$ cat config.mk
export PLATFORM = sky130hd
export DESIGN_NAME = line_follow_pd_steering
export DESIGN_NICKNAME = d
export VERILOG_FILES = /design/src/rtl/core/lfpd_pkg.sv /design/src/rtl/core/lfpd_mul.sv /design/src/rtl/core/lfpd_track.sv /design/src/rtl/core/line_follow_pd_steering.sv
export SDC_FILE = /design/constraint.sdc
export NUM_CORES = 2
export LEC_CHECK = 0
export ABC_AREA = 1
export ABC_CLOCK_PERIOD_IN_PS = 8300
export BUFFER_PORTS_ARGS = -buffer_cell sky130_fd_sc_hd__buf_2
export CAP_MARGIN = 20
export CELL_PAD_IN_SITES_DETAIL_PLACEMENT = 1
export CELL_PAD_IN_SITES_GLOBAL_PLACEMENT = 1
export CORE_MARGIN = 2
export CORE_UTILIZATION = 45
export CTS_BUF_LIST = sky130_fd_sc_hd__clkbuf_8
export DETAILED_ROUTE_END_ITERATION = 6
export GPL_TIMING_DRIVEN = 0
export PLACE_DENSITY_LB_ADDON = 0.12
export SYNTH_ARGS = -nofsm -noshare
export SYNTH_HDL_FRONTEND = slang
export SYNTH_SLANG_ARGS = --single-unit
export TNS_END_PERCENT = 30
$ cat constraint.sdc
create_clock -name clock -period 8.3 [get_ports clock]
set_input_delay 0.415 -clock clock [delete_from_list [all_inputs] [get_ports clock]]
set_output_delay 0.415 -clock clock [all_outputs]
set_load 0.05 [all_outputs]
$ cat src/rtl/core/lfpd_pkg.sv
// lfpd_pkg: shared types, widths, register indexes and the sensor position table
// for the line follow pd steering block. No dependencies.
package lfpd_pkg;

   localparam int unsigned GAIN_W  = 16;
   localparam int unsigned TRACK_W = 16;
   localparam int unsigned DERR_W  = TRACK_W + 1;
   // kp*err + kd*derr stays below 2^33 in magnitude
   localparam int unsigned PD_W    = 35;
   localparam int unsigned PROD_W  = GAIN_W + 1 + PD_W;
   localparam int unsigned FRAC_W  = 24;
   localparam int unsigned TURN_W  = PROD_W - FRAC_W;
   localparam int unsigned SUM_W   = TURN_W + 1;
   localparam int unsigned CSR_IDX_W = 3;

   localparam logic [CSR_IDX_W-1:0] CSR_KP_GAIN      = 3'd0;
   localparam logic [CSR_IDX_W-1:0] CSR_KD_GAIN      = 3'd1;
   localparam logic [CSR_IDX_W-1:0] CSR_AMPLIFY_GAIN = 3'd2;
   localparam logic [CSR_IDX_W-1:0] CSR_BASE_SPEED   = 3'd3;
   localparam logic [CSR_IDX_W-1:0] CSR_MAX_DUTY     = 3'd4;
   localparam logic [CSR_IDX_W-1:0] CSR_LOST_STOP_MS = 3'd5;

   localparam logic [GAIN_W-1:0] KP_GAIN_RST      = 16'd2432;
   localparam logic [GAIN_W-1:0] KD_GAIN_RST      = 16'd1536;
   localparam logic [GAIN_W-1:0] AMPLIFY_GAIN_RST = 16'd1280;
   localparam logic [GAIN_W-1:0] BASE_SPEED_RST   = 16'd1650;
   localparam logic [GAIN_W-1:0] MAX_DUTY_RST     = 16'd10000;
   localparam logic [GAIN_W-1:0] LOST_STOP_MS_RST = 16'd500;

   typedef struct packed {
      logic        sensor_far_left;
      logic        sensor_near_left;
      logic        sensor_middle;
      logic        sensor_near_right;
      logic        sensor_far_right;
      logic [31:0] now_ms;
   } lfpd_req_type;

   typedef struct packed {
      logic [15:0] left_duty;
      logic [15:0] right_duty;
      logic        driving;
   } lfpd_rsp_type;

   // per request result of the sensor stage
   typedef struct packed {
      logic                      stop;
      logic signed [TRACK_W-1:0] err;
      logic signed [DERR_W-1:0]  derr;
   } lfpd_track_type;

   typedef struct packed {
      logic                   en;
      logic [GAIN_W-1:0]      gain;
      logic signed [PD_W-1:0] operand;
   } lfpd_mul_op_type;

   // weighted average * 256 / active count, truncated toward zero
   // index bits: far left, near left, middle, near right, far right
   function automatic logic signed [TRACK_W-1:0] track_pos(input logic [4:0] idx);
      logic signed [TRACK_W-1:0] pos;
      case (idx)
         5'b00001: pos = 16'sd23040;
         5'b00010: pos = 16'sd6400;
         5'b00011: pos = 16'sd14720;
         5'b00101: pos = 16'sd11520;
         5'b00110: pos = 16'sd3200;
         5'b00111: pos = 16'sd9813;
         5'b01000: pos = -16'sd6400;
         5'b01001: pos = 16'sd8320;
         5'b01011: pos = 16'sd7680;
         5'b01100: pos = -16'sd3200;
         5'b01101: pos = 16'sd5546;
         5'b01111: pos = 16'sd5760;
         5'b10000: pos = -16'sd23040;
         5'b10010: pos = -16'sd8320;
         5'b10011: pos = 16'sd2133;
         5'b10100: pos = -16'sd11520;
         5'b10110: pos = -16'sd5546;
         5'b10111: pos = 16'sd1600;
         5'b11000: pos = -16'sd14720;
         5'b11001: pos = -16'sd2133;
         5'b11010: pos = -16'sd7680;
         5'b11100: pos = -16'sd9813;
         5'b11101: pos = -16'sd1600;
         5'b11110: pos = -16'sd5760;
         default:  pos = 16'sd0;
      endcase
      return pos;
   endfunction

endpackage

$ cat src/rtl/core/lfpd_mul.sv
// lfpd_mul: shared gain multiplier, unsigned gain times signed operand,
// product registered. Depends on lfpd_pkg.
module lfpd_mul (
   input  logic                                   clock,
   input  lfpd_pkg::lfpd_mul_op_type              op,
   output logic signed [lfpd_pkg::PROD_W-1:0]     prod
);
   import lfpd_pkg::*;

   logic signed [GAIN_W:0]   gain_s;
   logic signed [PROD_W-1:0] prod_in;
   logic signed [PROD_W-1:0] prod_ff;

   assign gain_s  = $signed({1'b0, op.gain});
   assign prod_in = gain_s * op.operand;

   always_ff @(posedge clock) begin
      if (op.en) begin
         prod_ff <= prod_in;
      end
   end

   assign prod = prod_ff;

endmodule

$ cat src/rtl/core/lfpd_track.sv
// lfpd_track: sensor position lookup, held track, lost-line timer and
// previous error; registers err/derr/stop per request. Depends on lfpd_pkg.
module lfpd_track (
   input  logic                   clock,
   input  logic                   reset,
   input  logic                   accept,
   input  lfpd_pkg::lfpd_req_type req,
   input  logic [15:0]            lost_stop_ms,
   output lfpd_pkg::lfpd_track_type track
);
   import lfpd_pkg::*;

   logic [4:0]                sensors;
   logic                      any_line;
   logic signed [TRACK_W-1:0] table_pos;
   logic signed [TRACK_W-1:0] err;
   logic [31:0]               elapsed;
   logic                      stop;

   logic signed [TRACK_W-1:0] held_ff, held_in;
   logic signed [TRACK_W-1:0] prev_ff, prev_in;
   logic                      lost_ff, lost_in;
   logic [31:0]               start_ff, start_in;
   lfpd_track_type            track_ff, track_in;

   assign sensors   = {req.sensor_far_left, req.sensor_near_left, req.sensor_middle,
                       req.sensor_near_right, req.sensor_far_right};
   assign any_line  = |sensors;
   assign table_pos = track_pos(sensors);
   assign err       = any_line ? table_pos : held_ff;
   // first missing request starts the timer at its own timestamp
   assign elapsed   = req.now_ms - (lost_ff ? start_ff : req.now_ms);
   assign stop      = !any_line && (elapsed >= {16'd0, lost_stop_ms});

   always_comb begin
      held_in  = held_ff;
      prev_in  = prev_ff;
      lost_in  = lost_ff;
      start_in = start_ff;
      track_in = track_ff;
      if (accept) begin
         if (any_line) begin
            held_in = table_pos;
            lost_in = 1'b0;
         end else if (!lost_ff) begin
            lost_in  = 1'b1;
            start_in = req.now_ms;
         end
         if (!stop) begin
            prev_in = err;
         end
         track_in.stop = stop;
         track_in.err  = err;
         track_in.derr = $signed({err[TRACK_W-1], err}) - $signed({prev_ff[TRACK_W-1], prev_ff});
      end
   end

   always_ff @(posedge clock) begin
      if (reset) begin
         held_ff  <= '0;
         prev_ff  <= '0;
         lost_ff  <= 1'b0;
         start_ff <= '0;
      end else begin
         held_ff  <= held_in;
         prev_ff  <= prev_in;
         lost_ff  <= lost_in;
         start_ff <= start_in;
      end
   end

   always_ff @(posedge clock) begin
      track_ff <= track_in;
   end

   assign track = track_ff;

endmodule

$ cat src/rtl/core/line_follow_pd_steering.sv
// line_follow_pd_steering: top level, configuration registers, pd sequencer
// and result register. Depends on lfpd_pkg, lfpd_track, lfpd_mul.
//
//  channel   ports                              direction  payload
//  request   req_valid req_stall req_data        in         lfpd_req_type
//  result    rsp_valid rsp_stall rsp_data        out        lfpd_rsp_type
//  config    csr_wr_en csr_index csr_wr_data     in         16-bit register
//
// the track lookup is registered at acceptance; the result is loaded after six
// sequencer steps around the one 17x35 multiplier (kp*err, kd*derr, sum,
// amplify*pd, truncate, clamp); a timed-out lost line goes from the kp*err
// step straight to clamp. req_stall is high while the sequencer is busy, so a
// new request is taken only once the last result is loaded.
// the result register lets the next request start while a result is stalled.
// synchronous reset restores register defaults and clears the held track, previous error and lost-line state.
module line_follow_pd_steering (
   input  logic                                clock,
   input  logic                                reset,
   input  logic                                req_valid,
   output logic                                req_stall,
   input  lfpd_pkg::lfpd_req_type              req_data,
   output logic                                rsp_valid,
   input  logic                                rsp_stall,
   output lfpd_pkg::lfpd_rsp_type              rsp_data,
   input  logic                                csr_wr_en,
   input  logic [lfpd_pkg::CSR_IDX_W-1:0]      csr_index,
   input  logic [15:0]                         csr_wr_data
);
   import lfpd_pkg::*;

   typedef enum logic [2:0] {
      S_IDLE, S_PROP, S_DERIV, S_SUM, S_AMP, S_ROUND, S_CLAMP
   } state_type;

   logic [15:0] kp_ff, kd_ff, amp_ff, base_ff, max_duty_ff, lost_stop_ff;

   state_type              state_ff, state_in;
   logic signed [PD_W-1:0] acc_ff, acc_in;
   logic signed [TURN_W-1:0] turn_ff, turn_in;
   logic                   rsp_valid_ff, rsp_valid_in;
   lfpd_rsp_type           rsp_ff, rsp_in;

   logic                     accept;
   logic                     load;
   lfpd_track_type           track;
   lfpd_mul_op_type          mul_op;
   logic signed [PROD_W-1:0] prod;
   logic [PROD_W-1:0]        rounded;
   logic signed [SUM_W-1:0]  base_s, turn_s, left_sum, right_sum;

   function automatic logic [15:0] clamp_duty(input logic signed [SUM_W-1:0] v,
                                              input logic [15:0] limit);
      logic [15:0] r;
      if (v > $signed({{(SUM_W-16){1'b0}}, limit})) begin
         r = limit;
      end else if (v < 0) begin
         r = 16'd0;
      end else begin
         r = v[15:0];
      end
      return r;
   endfunction

   assign req_stall = (state_ff != S_IDLE);
   assign accept    = req_valid && !req_stall;

   always_ff @(posedge clock) begin
      if (reset) begin
         kp_ff        <= KP_GAIN_RST;
         kd_ff        <= KD_GAIN_RST;
         amp_ff       <= AMPLIFY_GAIN_RST;
         base_ff      <= BASE_SPEED_RST;
         max_duty_ff  <= MAX_DUTY_RST;
         lost_stop_ff <= LOST_STOP_MS_RST;
      end else if (csr_wr_en) begin
         case (csr_index)
            CSR_KP_GAIN:      kp_ff        <= csr_wr_data;
            CSR_KD_GAIN:      kd_ff        <= csr_wr_data;
            CSR_AMPLIFY_GAIN: amp_ff       <= csr_wr_data;
            CSR_BASE_SPEED:   base_ff      <= csr_wr_data;
            CSR_MAX_DUTY:     max_duty_ff  <= csr_wr_data;
            CSR_LOST_STOP_MS: lost_stop_ff <= csr_wr_data;
            default: ;
         endcase
      end
   end

   lfpd_track u_track (
      .clock        (clock),
      .reset        (reset),
      .accept       (accept),
      .req          (req_data),
      .lost_stop_ms (lost_stop_ff),
      .track        (track)
   );

   always_comb begin
      mul_op = '0;
      case (state_ff)
         S_PROP: begin
            mul_op.en      = 1'b1;
            mul_op.gain    = kp_ff;
            mul_op.operand = {{(PD_W-TRACK_W){track.err[TRACK_W-1]}}, track.err};
         end
         S_DERIV: begin
            mul_op.en      = 1'b1;
            mul_op.gain    = kd_ff;
            mul_op.operand = {{(PD_W-DERR_W){track.derr[DERR_W-1]}}, track.derr};
         end
         S_AMP: begin
            mul_op.en      = 1'b1;
            mul_op.gain    = amp_ff;
            mul_op.operand = acc_ff;
         end
         default: ;
      endcase
   end

   lfpd_mul u_mul (
      .clock (clock),
      .op    (mul_op),
      .prod  (prod)
   );

   // truncate toward zero: bias negative products before dropping the fraction
   assign rounded   = prod + (prod[PROD_W-1] ? {{(PROD_W-FRAC_W){1'b0}}, {FRAC_W{1'b1}}}
                                             : {PROD_W{1'b0}});
   assign base_s    = $signed({{(SUM_W-16){1'b0}}, base_ff});
   assign turn_s    = $signed({turn_ff[TURN_W-1], turn_ff});
   assign left_sum  = base_s + turn_s;
   assign right_sum = base_s - turn_s;

   assign load = (state_ff == S_CLAMP) && (!rsp_valid_ff || !rsp_stall);

   always_comb begin
      state_in     = state_ff;
      acc_in       = acc_ff;
      turn_in      = turn_ff;
      rsp_in       = rsp_ff;
      rsp_valid_in = rsp_valid_ff && rsp_stall;
      case (state_ff)
         S_IDLE: begin
            if (accept) begin
               state_in = S_PROP;
            end
         end
         S_PROP: begin
            state_in = track.stop ? S_CLAMP : S_DERIV;
         end
         S_DERIV: begin
            acc_in   = prod[PD_W-1:0];
            state_in = S_SUM;
         end
         S_SUM: begin
            acc_in   = acc_ff + prod[PD_W-1:0];
            state_in = S_AMP;
         end
         S_AMP: begin
            state_in = S_ROUND;
         end
         S_ROUND: begin
            turn_in  = $signed(rounded[PROD_W-1:FRAC_W]);
            state_in = S_CLAMP;
         end
         S_CLAMP: begin
            if (load) begin
               rsp_valid_in = 1'b1;
               if (track.stop) begin
                  rsp_in = '0;
               end else begin
                  rsp_in.left_duty  = clamp_duty(left_sum, max_duty_ff);
                  rsp_in.right_duty = clamp_duty(right_sum, max_duty_ff);
                  rsp_in.driving    = 1'b1;
               end
               state_in = S_IDLE;
            end
         end
         default: state_in = S_IDLE;
      endcase
   end

   always_ff @(posedge clock) begin
      if (reset) begin
         state_ff     <= S_IDLE;
         rsp_valid_ff <= 1'b0;
      end else begin
         state_ff     <= state_in;
         rsp_valid_ff <= rsp_valid_in;
      end
      acc_ff  <= acc_in;
      turn_ff <= turn_in;
      rsp_ff  <= rsp_in;
   end

   assign rsp_valid = rsp_valid_ff;
   assign rsp_data  = rsp_ff;

`ifndef SYNTHESIS
   a_accept_starts: assert property (@(posedge clock) disable iff (reset)
      (req_valid && !req_stall) |=> (state_ff == S_PROP))
      else $error("accepted request did not start the sequencer");

   a_stop_skips_pd: assert property (@(posedge clock) disable iff (reset)
      (state_ff == S_PROP && track.stop) |=> (state_ff == S_CLAMP))
      else $error("stopped request went through the pd steps");

   a_load_from_clamp: assert property (@(posedge clock) disable iff (reset)
      $rose(rsp_valid_ff) |-> ($past(state_ff) == S_CLAMP))
      else $error("result loaded outside the clamp step");

   a_stop_zero_duty: assert property (@(posedge clock) disable iff (reset)
      (rsp_valid_ff && !rsp_ff.driving) |->
         (rsp_ff.left_duty == 16'd0 && rsp_ff.right_duty == 16'd0))
      else $error("stopped result carries nonzero duty");

   a_duty_clamped: assert property (@(posedge clock) disable iff (reset)
      rsp_valid_ff |-> (rsp_ff.left_duty <= max_duty_ff && rsp_ff.right_duty <= max_duty_ff))
      else $error("duty above max_duty");
`endif

endmodule

==> flow_summary.toml <==
[run_status]
run_status = "finished clean"

[timing]
min_period_ns = 8.139
maxClockFrequency_mhz = 122.9
min_period_over_period = 0.9806
layout_setup_ws_ns = 0.1611
tightest_slew_ns = 1.128
slew_headroom = 0.2480
hold_viol_final = 0
setup_violations = 0
unrepaired_setup_endpoints_after_global_routing = "yes"
slew_violations = 0
skew_ns = 0.04016
timing.setup.tns_ns = 0

[placed_design]
placed_area_sq_mm = 0.04718
dpl_worst_slack_ns = -1.260
detailedPlacementHpwl_microns = 134100
portbufs = 92
finalWeightedCongestion = 0.9454

[drt]
ant_nets = 0
avgViaCountPerCell = 5.336
routed_wl_microns = 161200
remaining_drc_errors = 0
via_count = 40400
detail_route.wl_per_cell_microns = 21.30
first_pass_iters = 7
drtIter0Drc = 2468

[floorplanning]
die_h_microns = 320.0
core_area_sq_mm = 0.09871
start_util = 0.4552
row_count = 115
die_area_sq_mm = 0.1024
floorplan.die.width_microns = 320.0
io_pins = 96

[yosys]
syn_inst = 6059
yosysWarnings = 0
yosys_register_bits = 347
synth_sequential_area_ratio = 0.1952
syn-num-nets = 6968
count_of_unique_library_cells_instantiated_by_yosys = 58
syn_avg_cell_area_sq_um = 7.415
mappedNetlistArea_sq_mm = 0.04493
number_of_synthesized_flops_with_an_enable_pin = 182
synthArstFlopShare = 0
postSynth.topFlopCell = "edfxtp_1"

[grt]
grt_use_met2 = 0.5433
grt_overflow_total = 0
antenna_found_initial = 2
met3_usage = 0.03654
grt.total_usage = 0.3170
vias_in_the_first_global_route = 43650
grt_start_max_net_pins = 34
groute.layer.met1.usage = 0.4055
gr-max-usage-layer = "met2"
first_pass_grt_wire_length_microns = 250200

[layout]
syn_to_final_growth_pct = 8.915
commonest_cells_after_routing_fill_and_taps_aside = "nand2_1, inv_1, fa_1"
post_route_cells_drive_above_1_share = 0.07482
layout.cells.most_common = "nand2_1"
design.final.nets = 7142
post_route_cell_area_sq_mm = 0.04893

[clocking]
cts_made_buffers = 66
tritoncts = "done"
ctsHtreeMaxLevel = 3
clock_tree_root = "clkbuf_8"
clkTransAtPathRegs_ns = 0.06
max-clock-path-buffers = 3
clock_insertion_delay_worst_skew_ns = 0.68
cts.sink_count = 347

[setup_path]
element_type_at_the_critical_path_start = "flop"
max_fanout_on_critical_path = 10
crit_slowest_cell = "fa_1"
critical_path_class = "flop to flop"
path_common_cell = "fa_1"
endpoint_kind = "flop"
delay_of_the_slowest_cell_on_the_worst_path_ns = 0.59
worst_ep_required_time_ns = 8.68
ff2ff_setup_slack_ns = 0.16
crit_arrival_ns = 8.52

[flow_run]
cap_viol_max_count = 0

[power_and_ir_drop]
peakVddDrop_mv = 0.09421
power-per-cell-area_mw_per_mm2 = 161.5
p_leak_nw = 26.04

[worst_hold_path]
hp-class = "input port to flop"
==> cells in the mapped netlist, types with 52 or more instances <==
library cell	number	area share
xor2_1	108	0.021
ha_1	312	0.087
a21oi_1	283	0.032
inv_1	1326	0.11
edfxtp_1	182	0.12
o21ai_0	236	0.026
clkbuf_1	142	0.012
fa_1	536	0.24
nor2_1	456	0.038
dfxtp_1	165	0.074
xnor2_1	52	0.010
nand2_1	1544	0.13
nand3_1	251	0.028
==> flip-flops by register name, summed over array words and instances (netlist names), 16 cells and up <==
register	flops
kd_ff	16
u_mul.prod	52
acc_ff	35
max_duty_ff	16
base_ff	16
u_track.prev_ff	16
turn_ff	28
kp_ff	16
u_track.start_ff	32
amp_ff	16
rsp_data	33
lost_stop_ff	16
u_track.track	34
u_track.held_ff	16
==> power breakdown <==
group	switching (mW)	leakage [nW]	total [mW]	internal [mW]
sequential	0.178	3.06	2.30	2.12
clock	0.820	0.760	1.76	0.937
combinational	2.61	22.2	3.85	1.23
==> layout make-up <==
type / count / area [sq um]
clock inverter: 42 / 317.8
tap: 1287 / 1610
multi-input combinational: 4169 / 30500
antenna: 1 / 2.502
timing repair buffer: 106 / 640.6
buffer: 187 / 972.2
clock buffer: 75 / 1032
fill: 12520 / 49780
sequential: 347 / 8768
inverter: 1356 / 5092
==> what timing repair did <==
action,4_1_cts,5_1_grt
buffers inserted,0,2
pin swaps,0,1
endpoints found under the setup margin,38,29
gates resized for setup,96,59
hold buffers,1,0
endpoints found under the hold margin,1,0
==> worst paths after layout <==
kind | startpoint | to | cells past startpoint
min reg2reg | u_track.held_ff[0]$_SDFFE_PP0P_ | u_track.held_ff[0]$_SDFFE_PP0P_ | 2
max reg2reg | state_ff[2]$_SDFFE_PP0P_ | u_mul.prod[46]$_DFFE_PN_ | 26
max | state_ff[2]$_SDFFE_PP0P_ | u_mul.prod[46]$_DFFE_PN_ | 26
min | req_data[13] | u_track.start_ff[13]$_SDFFE_PP0P_ | 3
==> worst max-delay path, delay by kind of cell (launching register included) <==
family / cells / cell delay, ns
adder cells (fa/ha/maj): 7 / 3.53
buffers and inverters: 7 / 1.45
AO/OA/AOI/OAI: 6 / 1.36
AND/OR/NAND/NOR: 5 / 0.98
flip-flops: 1 / 0.32
XOR/XNOR: 1 / 0.17
==> metrics by stage <==
stage	utilization	power, mW	cells	hold WS, ns
6_report	0.4957	7.900	7570	0.05606
3_3_place_gp	0.4762	5.929	7438	0.4336
3_5_place_dp	0.4779	6.065	7449	0.4427
2_1_floorplan	-	4.732	6059	0.4256
4_1_cts	0.4945	7.883	7567	0.00004308
5_1_grt	0.4957	8.423	7570	0.05160
==> logic make-up after synthesis <==
family,count (synthesis),synth area share
compound gates,680,0.08399
buf+inv,1543,0.1322
fa+ha+maj,848,0.3257
flops,347,0.1952
xor+xnor,160,0.03119
mux,30,0.006684
simple gates,2451,0.2250
==> routing by layer <==
| layer | vias up | wire, microns |
|---|---|---|
| met5 | - | 0 |
| met4 | 0 | 7451 |
| met3 | 308 | 8371 |
| met2 | 1035 | 76520 |
| met1 | 20170 | 68890 |
| li1 | 18880 | - |
(Power assumes the default switching activity.)
